File: src/rtl/wsfp_pkg.sv
// shared types and constants of the websocket frame parser
package wsfp_pkg;

    // widths of the stream items and of the length fields
    localparam int unsigned BYTE_W        = 8;
    localparam int unsigned OPCODE_W      = 4;
    localparam int unsigned FRAME_LEN_W   = 64;
    localparam int unsigned LEN7_W        = 7;
    localparam int unsigned EXT_CNT_W     = 4;
    localparam int unsigned KEY_IDX_W     = 2;
    localparam int unsigned KEY_BYTES     = 4;
    localparam int unsigned M_TDATA_W     = 16;
    localparam int unsigned M_TUSER_W     = 2;

    // default depth of the queue between front and back
    localparam int unsigned QUEUE_DEPTH_DEF = 4;

    // header decode constants
    localparam logic [LEN7_W-1:0]    LEN_EXT16    = 7'd126;
    localparam logic [LEN7_W-1:0]    LEN_EXT64    = 7'd127;
    localparam logic [EXT_CNT_W-1:0] EXT16_BYTES  = 4'd2;
    localparam logic [EXT_CNT_W-1:0] EXT64_BYTES  = 4'd8;
    localparam logic [KEY_IDX_W-1:0] KEY_LAST_IDX = 2'd3;
    localparam int unsigned          MASK_BIT_POS = 7;

    // parse phase of the front
    typedef enum logic [2:0] {
        PH_HDR0 = 3'd0,
        PH_HDR1 = 3'd1,
        PH_EXT  = 3'd2,
        PH_KEY  = 3'd3,
        PH_DATA = 3'd4
    } phase_t;

    // command kinds handed from front to back
    typedef enum logic [1:0] {
        CMD_KEY   = 2'd0,
        CMD_DATA  = 2'd1,
        CMD_EMPTY = 2'd2
    } cmd_kind_t;

    // one queued command
    typedef struct packed {
        cmd_kind_t              kind;
        logic [BYTE_W-1:0]      data;
        logic [KEY_IDX_W-1:0]   idx;
        logic [OPCODE_W-1:0]    opcode;
        logic                   masked;
        logic                   last;
    } cmd_t;

endpackage

File: src/rtl/websocket_frame_parser.sv
// top level of the websocket frame parser
// Receives a link stream one byte per item and parses WebSocket frames: opcode from
// header byte 0, mask flag and 7-bit length from byte 1, optional 16- or 64-bit
// big-endian extended length, optional 4-byte mask key, then the payload. Each payload
// byte comes out unmasked as one result item; a frame of zero length gives one marker
// item with has_byte low. Header, length and key bytes give no result. FIN and reserved
// bits are ignored. One byte is accepted every cycle while the result side keeps up;
// a byte that yields a result passes through the command queue and then the result register.
// The front parser and the result stage are joined by a command queue of QUEUE_DEPTH
// entries. Payload, marker and key bytes each take one entry, header and length bytes
// take none, so while m_tready is low the slave side keeps accepting until QUEUE_DEPTH
// entries wait behind the held result. Once the queue is full s_tready stays low for
// the cycle in which an entry drains, since it follows the registered fill count.
module websocket_frame_parser #(
    parameter int unsigned QUEUE_DEPTH = wsfp_pkg::QUEUE_DEPTH_DEF
) (
    input  logic                                aclk,
    input  logic                                aresetn,
    input  logic                                s_tvalid,
    output logic                                s_tready,
    input  logic [7:0]                          s_tdata,   // link_byte[7:0]
    output logic                                m_tvalid,
    input  logic                                m_tready,
    output logic [wsfp_pkg::M_TDATA_W-1:0]      m_tdata,   // frame_opcode_out[3:0], payload_byte[11:4]
    output logic [wsfp_pkg::M_TUSER_W-1:0]      m_tuser,   // has_byte[0], was_masked[1]
    output logic                                m_tlast    // frame_end
);

    logic               room;
    logic               cmd_valid;
    wsfp_pkg::cmd_t     cmd;
    logic               pop;
    logic               head_valid;
    wsfp_pkg::cmd_t     head_cmd;

    assign s_tready = room;

    // header parsing and item classification
    wsfp_front u_front (
        .aclk      (aclk),
        .aresetn   (aresetn),
        .s_tvalid  (s_tvalid),
        .s_tdata   (s_tdata),
        .room      (room),
        .cmd_valid (cmd_valid),
        .cmd       (cmd)
    );

    // command queue
    wsfp_queue #(
        .DEPTH (QUEUE_DEPTH)
    ) u_queue (
        .aclk       (aclk),
        .aresetn    (aresetn),
        .push       (cmd_valid),
        .push_cmd   (cmd),
        .room       (room),
        .pop        (pop),
        .head_valid (head_valid),
        .head_cmd   (head_cmd)
    );

    // unmasking and result stage
    wsfp_back u_back (
        .aclk       (aclk),
        .aresetn    (aresetn),
        .head_valid (head_valid),
        .head_cmd   (head_cmd),
        .pop        (pop),
        .m_tvalid   (m_tvalid),
        .m_tready   (m_tready),
        .m_tdata    (m_tdata),
        .m_tuser    (m_tuser),
        .m_tlast    (m_tlast)
    );

endmodule

File: src/rtl/wsfp_front.sv
// front: accepts link bytes, parses headers and issues commands to the back
module wsfp_front (
    input  logic                aclk,
    input  logic                aresetn,
    input  logic                s_tvalid,
    input  logic [7:0]          s_tdata,     // link_byte[7:0]
    input  logic                room,
    output logic                cmd_valid,
    output wsfp_pkg::cmd_t      cmd
);

    wsfp_pkg::phase_t                        phase_reg, phase_next;
    logic [wsfp_pkg::OPCODE_W-1:0]           opcode_reg, opcode_next;
    logic                                    masked_reg, masked_next;
    logic [wsfp_pkg::EXT_CNT_W-1:0]          ext_left_reg, ext_left_next;
    logic [wsfp_pkg::FRAME_LEN_W-1:0]        len_reg, len_next;
    logic [wsfp_pkg::KEY_IDX_W-1:0]          key_idx_reg, key_idx_next;
    logic [wsfp_pkg::KEY_IDX_W-1:0]          pos_reg, pos_next;

    logic                                    accept;
    logic [wsfp_pkg::LEN7_W-1:0]             len7;
    logic                                    hdr_masked;
    logic [wsfp_pkg::FRAME_LEN_W-1:0]        len7_ext;
    logic [wsfp_pkg::FRAME_LEN_W-1:0]        ext_len;
    logic                                    ext_done;
    logic                                    data_last;

    assign accept     = s_tvalid & room;
    assign len7       = s_tdata[wsfp_pkg::LEN7_W-1:0];
    assign hdr_masked = s_tdata[wsfp_pkg::MASK_BIT_POS];
    assign len7_ext   = {{(wsfp_pkg::FRAME_LEN_W - wsfp_pkg::LEN7_W){1'b0}}, len7};
    assign ext_len    = {len_reg[wsfp_pkg::FRAME_LEN_W-wsfp_pkg::BYTE_W-1:0], s_tdata};
    assign ext_done   = (ext_left_reg == wsfp_pkg::EXT_CNT_W'(1));
    assign data_last  = (len_reg == wsfp_pkg::FRAME_LEN_W'(1));

    // next state of the parser
    always_comb begin
        phase_next    = phase_reg;
        opcode_next   = opcode_reg;
        masked_next   = masked_reg;
        ext_left_next = ext_left_reg;
        len_next      = len_reg;
        key_idx_next  = key_idx_reg;
        pos_next      = pos_reg;
        if (accept) begin
            unique case (phase_reg)
                wsfp_pkg::PH_HDR0: begin
                    opcode_next = s_tdata[wsfp_pkg::OPCODE_W-1:0];
                    phase_next  = wsfp_pkg::PH_HDR1;
                end
                wsfp_pkg::PH_HDR1: begin
                    masked_next  = hdr_masked;
                    key_idx_next = '0;
                    pos_next     = '0;
                    if (len7 == wsfp_pkg::LEN_EXT16) begin
                        len_next      = '0;
                        ext_left_next = wsfp_pkg::EXT16_BYTES;
                        phase_next    = wsfp_pkg::PH_EXT;
                    end else if (len7 == wsfp_pkg::LEN_EXT64) begin
                        len_next      = '0;
                        ext_left_next = wsfp_pkg::EXT64_BYTES;
                        phase_next    = wsfp_pkg::PH_EXT;
                    end else begin
                        len_next = len7_ext;
                        if (hdr_masked) begin
                            phase_next = wsfp_pkg::PH_KEY;
                        end else if (len7 == '0) begin
                            phase_next = wsfp_pkg::PH_HDR0;
                        end else begin
                            phase_next = wsfp_pkg::PH_DATA;
                        end
                    end
                end
                wsfp_pkg::PH_EXT: begin
                    len_next      = ext_len;
                    ext_left_next = ext_left_reg - wsfp_pkg::EXT_CNT_W'(1);
                    if (ext_done) begin
                        if (masked_reg) begin
                            phase_next = wsfp_pkg::PH_KEY;
                        end else if (ext_len == '0) begin
                            phase_next = wsfp_pkg::PH_HDR0;
                        end else begin
                            phase_next = wsfp_pkg::PH_DATA;
                        end
                    end
                end
                wsfp_pkg::PH_KEY: begin
                    key_idx_next = key_idx_reg + wsfp_pkg::KEY_IDX_W'(1);
                    if (key_idx_reg == wsfp_pkg::KEY_LAST_IDX) begin
                        phase_next = (len_reg == '0) ? wsfp_pkg::PH_HDR0 : wsfp_pkg::PH_DATA;
                    end
                end
                wsfp_pkg::PH_DATA: begin
                    len_next = len_reg - wsfp_pkg::FRAME_LEN_W'(1);
                    pos_next = pos_reg + wsfp_pkg::KEY_IDX_W'(1);
                    if (data_last) begin
                        phase_next = wsfp_pkg::PH_HDR0;
                    end
                end
                default: begin
                    phase_next = wsfp_pkg::PH_HDR0;
                end
            endcase
        end
    end

    // command issued for the accepted item
    always_comb begin
        cmd_valid  = 1'b0;
        cmd.kind   = wsfp_pkg::CMD_DATA;
        cmd.data   = s_tdata;
        cmd.idx    = pos_reg;
        cmd.opcode = opcode_reg;
        cmd.masked = masked_reg;
        cmd.last   = data_last;
        if (accept) begin
            unique case (phase_reg)
                wsfp_pkg::PH_HDR0: begin
                    cmd_valid = 1'b0;
                end
                wsfp_pkg::PH_HDR1: begin
                    cmd.kind   = wsfp_pkg::CMD_EMPTY;
                    cmd.masked = hdr_masked;
                    cmd.last   = 1'b1;
                    cmd_valid  = !hdr_masked && (len7 == '0);
                end
                wsfp_pkg::PH_EXT: begin
                    cmd.kind  = wsfp_pkg::CMD_EMPTY;
                    cmd.last  = 1'b1;
                    cmd_valid = ext_done && !masked_reg && (ext_len == '0);
                end
                wsfp_pkg::PH_KEY: begin
                    cmd.idx   = key_idx_reg;
                    cmd_valid = 1'b1;
                    if ((key_idx_reg == wsfp_pkg::KEY_LAST_IDX) && (len_reg == '0)) begin
                        // empty masked frame: the key is never used
                        cmd.kind = wsfp_pkg::CMD_EMPTY;
                        cmd.last = 1'b1;
                    end else begin
                        cmd.kind = wsfp_pkg::CMD_KEY;
                    end
                end
                wsfp_pkg::PH_DATA: begin
                    cmd_valid = 1'b1;
                end
                default: begin
                    cmd_valid = 1'b0;
                end
            endcase
        end
    end

    // parser registers
    always_ff @(posedge aclk) begin
        if (!aresetn) begin
            phase_reg <= wsfp_pkg::PH_HDR0;
        end else begin
            phase_reg <= phase_next;
        end
        opcode_reg   <= opcode_next;
        masked_reg   <= masked_next;
        ext_left_reg <= ext_left_next;
        len_reg      <= len_next;
        key_idx_reg  <= key_idx_next;
        pos_reg      <= pos_next;
    end

endmodule

File: src/rtl/wsfp_queue.sv
// small command queue between front and back
module wsfp_queue #(
    parameter int unsigned DEPTH = wsfp_pkg::QUEUE_DEPTH_DEF
) (
    input  logic                aclk,
    input  logic                aresetn,
    input  logic                push,
    input  wsfp_pkg::cmd_t      push_cmd,
    output logic                room,
    input  logic                pop,
    output logic                head_valid,
    output wsfp_pkg::cmd_t      head_cmd
);

    localparam int unsigned PTR_W = $clog2(DEPTH);
    localparam int unsigned CNT_W = $clog2(DEPTH + 1);

    wsfp_pkg::cmd_t     slot_reg [DEPTH];
    logic [PTR_W-1:0]   wr_ptr_reg, wr_ptr_next;
    logic [PTR_W-1:0]   rd_ptr_reg, rd_ptr_next;
    logic [CNT_W-1:0]   count_reg, count_next;

    assign room       = (count_reg != CNT_W'(DEPTH));
    assign head_valid = (count_reg != '0);
    assign head_cmd   = slot_reg[rd_ptr_reg];

    // pointer and fill count update
    always_comb begin
        wr_ptr_next = wr_ptr_reg;
        rd_ptr_next = rd_ptr_reg;
        count_next  = count_reg;
        if (push) begin
            wr_ptr_next = (wr_ptr_reg == PTR_W'(DEPTH - 1)) ? '0 : wr_ptr_reg + PTR_W'(1);
        end
        if (pop) begin
            rd_ptr_next = (rd_ptr_reg == PTR_W'(DEPTH - 1)) ? '0 : rd_ptr_reg + PTR_W'(1);
        end
        if (push && !pop) begin
            count_next = count_reg + CNT_W'(1);
        end else if (pop && !push) begin
            count_next = count_reg - CNT_W'(1);
        end
    end

    // control registers
    always_ff @(posedge aclk) begin
        if (!aresetn) begin
            wr_ptr_reg <= '0;
            rd_ptr_reg <= '0;
            count_reg  <= '0;
        end else begin
            wr_ptr_reg <= wr_ptr_next;
            rd_ptr_reg <= rd_ptr_next;
            count_reg  <= count_next;
        end
    end

    // storage
    always_ff @(posedge aclk) begin
        if (push) begin
            slot_reg[wr_ptr_reg] <= push_cmd;
        end
    end

endmodule

File: src/rtl/wsfp_back.sv
// back: holds the mask key, unmasks payload and drives the result register
module wsfp_back (
    input  logic                                aclk,
    input  logic                                aresetn,
    input  logic                                head_valid,
    input  wsfp_pkg::cmd_t                      head_cmd,
    output logic                                pop,
    output logic                                m_tvalid,
    input  logic                                m_tready,
    output logic [wsfp_pkg::M_TDATA_W-1:0]      m_tdata,   // frame_opcode_out[3:0], payload_byte[11:4]
    output logic [wsfp_pkg::M_TUSER_W-1:0]      m_tuser,   // has_byte[0], was_masked[1]
    output logic                                m_tlast
);

    logic [wsfp_pkg::BYTE_W-1:0]    key_reg [wsfp_pkg::KEY_BYTES];
    logic                           out_valid_reg, out_valid_next;
    logic [wsfp_pkg::OPCODE_W-1:0]  out_opcode_reg;
    logic [wsfp_pkg::BYTE_W-1:0]    out_byte_reg;
    logic                           out_has_reg;
    logic                           out_last_reg;
    logic                           out_masked_reg;
    logic                           load_out;
    logic [wsfp_pkg::BYTE_W-1:0]    key_byte;
    logic [wsfp_pkg::BYTE_W-1:0]    plain_byte;

    // take a command whenever the result register is free or being drained
    assign pop      = head_valid && (!out_valid_reg || m_tready);
    assign load_out = pop && (head_cmd.kind != wsfp_pkg::CMD_KEY);
    assign key_byte = key_reg[head_cmd.idx];

    // unmask a payload byte; the empty marker carries a zero byte
    always_comb begin
        unique case (head_cmd.kind)
            wsfp_pkg::CMD_DATA:  plain_byte = head_cmd.masked ? (head_cmd.data ^ key_byte)
                                                              : head_cmd.data;
            default:             plain_byte = '0;
        endcase
    end

    // result valid tracking
    always_comb begin
        if (load_out) begin
            out_valid_next = 1'b1;
        end else if (m_tready) begin
            out_valid_next = 1'b0;
        end else begin
            out_valid_next = out_valid_reg;
        end
    end

    always_ff @(posedge aclk) begin
        if (!aresetn) begin
            out_valid_reg <= 1'b0;
        end else begin
            out_valid_reg <= out_valid_next;
        end
    end

    // result payload register
    always_ff @(posedge aclk) begin
        if (load_out) begin
            out_opcode_reg <= head_cmd.opcode;
            out_byte_reg   <= plain_byte;
            out_has_reg    <= (head_cmd.kind == wsfp_pkg::CMD_DATA);
            out_last_reg   <= head_cmd.last;
            out_masked_reg <= head_cmd.masked;
        end
    end

    // mask key bytes
    always_ff @(posedge aclk) begin
        if (pop && (head_cmd.kind == wsfp_pkg::CMD_KEY)) begin
            key_reg[head_cmd.idx] <= head_cmd.data;
        end
    end

    assign m_tvalid = out_valid_reg;
    assign m_tdata  = {{(wsfp_pkg::M_TDATA_W - wsfp_pkg::OPCODE_W - wsfp_pkg::BYTE_W){1'b0}},
                       out_byte_reg, out_opcode_reg};
    assign m_tuser  = {out_masked_reg, out_has_reg};
    assign m_tlast  = out_last_reg;

endmodule
File: config.mk
export PLATFORM = sky130hd
export DESIGN_NAME = websocket_frame_parser
export DESIGN_NICKNAME = d
export VERILOG_FILES = /design/src/rtl/wsfp_pkg.sv /design/src/rtl/websocket_frame_parser.sv /design/src/rtl/wsfp_front.sv /design/src/rtl/wsfp_queue.sv /design/src/rtl/wsfp_back.sv
export SDC_FILE = /design/constraint.sdc
export NUM_CORES = 1
export LEC_CHECK = 0
export BUFFER_PORTS_ARGS = -buffer_cell sky130_fd_sc_hd__buf_4
export CORE_UTILIZATION = 62
export CTS_CLUSTER_SIZE = 12
export DETAILED_ROUTE_END_ITERATION = 7
export PLACE_DENSITY = 0.82
export SYNTH_ARGS = -nofsm -noshare
export SYNTH_HDL_FRONTEND = slang
export SYNTH_SLANG_ARGS = --single-unit
File: constraint.sdc
create_clock -name aclk -period 7.3 [get_ports aclk]
set_clock_uncertainty 0.05 [all_clocks]
set_input_delay 0.365 -clock aclk [delete_from_list [all_inputs] [get_ports aclk]]
set_output_delay 0.365 -clock aclk [all_outputs]
set_load 0.02 [all_outputs]
==> metrics <==
Fillers 1057; max-cap violations 0; most frequent cells after synthesis edfxtp_1, nand2_1, xnor2_1, nor2_1, o21ai_0; CP required 7.67 ns; ys async rst share 0; clock-pin slew on the worst setup and hold paths 0.06 ns; CTS root buf clkbuf_16; clock buffer count from CTS 22; Period minus WS final 3.960 ns; H-tree levels 1; Post-synth EDFFs 196; first-pass GRT wire length 32090 um; Max clock buf depth 3; WL/cell 20.06 um; most frequent cell after synthesis edfxtp_1; Worst path max stage delay 0.62 ns; Setup Buffers After CTS 0; cts hold-fix bufs 0; VDD IR-drop max 238.3 uV; final setup TNS 0 ns; sequential cell area 0.006146 mm^2; Avg Cell Area, Syn 13.04 um^2; Int Power 2.444 mW; CTS tree yes; area delta synth->final 10.19%; Hold WC Path Type in -> reg; outcome finished, final reports clean; clk_lat worst skew 0.50 ns; clock sink count 209; Ys Warns 0; final setup fails 0; Psw 0.9830 mW; dominant cells by area after synthesis edfxtp_1, mux4_2, xnor2_1; kind of critical path reg -> reg; FF-to-FF setup slack 3.34 ns; Ports 33; Gate Count Post-Synth 758; FP Rows 45; die width 128.3 um; footprint of the multi-input gates 0.003513 mm^2; Final ANT Viol Nets 0; period utilisation layout 0.5425; Slowest-stage cell, CP or4_1; largest net degree at the start of global routing 74; n_diodes 0; final hold vios 0; Clock power frac 0.302; antenna violations before repair 0; unique cell type count in the Yosys netlist 54; gr ovfl total 0; PortBufs 28; vias in the first global route 6316; Leakage Power 3.407 nW; Syn Std Cell Area 0.009882 mm^2; Gates resized, CTS repair 0; max FFs per register 72; total number of vias 6227; vias per inst 6.208; Worst Path Arrival 4.33 ns; Synth area leader edfxtp_1; Worst setup EP type flip-flop; Main synth FF type edfxtp_1; DRT Pass-1 Iters 5; FF+latch count, synth 209; Synth top area share 0.5956; Seq pwr share 0.488; DRT iter0 DRCs 414; Final Util 0.7084; worst-path cell chain or4_1, or4_4, nor3_1, nand3_1, a21oi_2, ha_1, inv_1, fa_1, xor2_1, or3_1, a21oi_1; Worst Tran Pin Value 1.059 ns; nets 804; combinational share of power 0.211; Worst setup SP type flip-flop; crit path max fanout 8; drt total wl 20130 um; number of remaining DRC errors 0; layout cell share with drive strength beyond 1 0.1490; sequential element share of the synthesized area 0.6219; Starting Density 0.6429; Power Density 314.7 mW/mm^2; GRT Util Overall 0.2535; RSZ-0062 raised after global routing no; Slew Viols, Final 0; hpwl dp 13170 um; die area 0.01645 mm^2; fmax 0.2525 GHz; Rel. slew slack 0.2876; Final Wtd Congestion 0.9246; die height 128.3 um; Switching Fraction 0.2869; Core Area 0.01537 mm^2
-- layer usage --
metal  up-vias  global-route usage  wire (um)
met1      3120              0.3124       8053
met3        39             0.04174       1049
met4         0             0.08374        439
met2       194              0.4544      10580
met5         -                   0          0
li1       2874                   -          -
-- metrics by stage --
stage	instance area [um^2]	cells	setup WS [ns]	power (mW)	hold WS [ns]
after floorplan	9893	761	0.9863	2.195	0.4087
after global routing	10890	1003	3.030	3.572	0.05411
after global placement	10230	966	3.528	2.375	0.4242
after CTS	10890	1003	3.329	3.448	0.05101
after detailed placement	10230	966	3.342	2.417	0.4504
final	10890	1003	3.340	3.427	0.07235
-- layout by cell type (no fill, tap or decap), types with 5 or more instances in the layout --
cell,instances
nand3_1,11
xnor2_1,47
nand2_1,98
buf_4,33
edfxtp_1,196
dfxtp_1,13
or3_1,17
a21oi_1,11
clkbuf_1,9
nor3_2,10
mux4_2,26
nor4_1,19
inv_1,14
nand4_1,5
mux2i_1,6
clkbuf_16,24
nor3_1,27
ha_1,12
xor2_1,22
nand2b_1,5
nor2_1,45
o21ai_1,25
or4_1,9
o21ai_0,43
-- cell families after synthesis --
family | after synthesis | share of synthesized area
compound gates | 104 | 0.05913
xor+xnor | 69 | 0.06115
fa+ha+maj | 13 | 0.01722
buf+inv | 54 | 0.02557
flops | 209 | 0.6219
mux | 34 | 0.06761
other cells | 1 | 0.0003795
simple gates | 274 | 0.1470
-- power by group through the flow --
stage | clock network [mW] | registers [mW] | logic (mW)
6_report | 1.03 | 1.67 | 0.722
3_3_place_gp | 0 | 1.68 | 0.693
4_1_cts | 1.05 | 1.67 | 0.727
3_5_place_dp | 0 | 1.69 | 0.723
5_1_grt | 1.10 | 1.69 | 0.784
2_1_floorplan | 0 | 1.70 | 0.491
-- final timing paths --
| check | startpoint | endpoint | cells past startpoint |
|---|---|---|---|
| max | u_front.len_reg[34]$_DFFE_PP_ | u_queue.count_reg[2]$_SDFFE_PN0P_ | 11 |
| min | s_tdata[4] | u_queue.slot_reg[0][12]$_DFFE_PP_ | 1 |
| max reg2reg | u_front.len_reg[34]$_DFFE_PP_ | u_queue.count_reg[2]$_SDFFE_PN0P_ | 11 |
| min reg2reg | u_front.opcode_reg[1]$_DFFE_PP_ | u_queue.slot_reg[0][3]$_DFFE_PP_ | 0 |
-- area by class of cell --
type	instances	share of cell area
Timing Repair Buffer	33	0.02275
Clock buffer	34	0.05952
Clock inverter	3	0.001264
Tap cell	211	0.02424
Sequential cell	209	0.5644
Inverter	15	0.005171
Multi-Input combinational cell	498	0.3226
-- critical path, delay by kind of cell (launching register included) --
kind	cells	cell delay [ns]
AO/OA/AOI/OAI	2	0.56
XOR/XNOR	1	0.18
adder cells (fa/ha/maj)	2	0.64
AND/OR/NAND/NOR	5	1.85
flip-flops	1	0.53
buffers and inverters	1	0.06
Power figures use the tool's default switching activity.
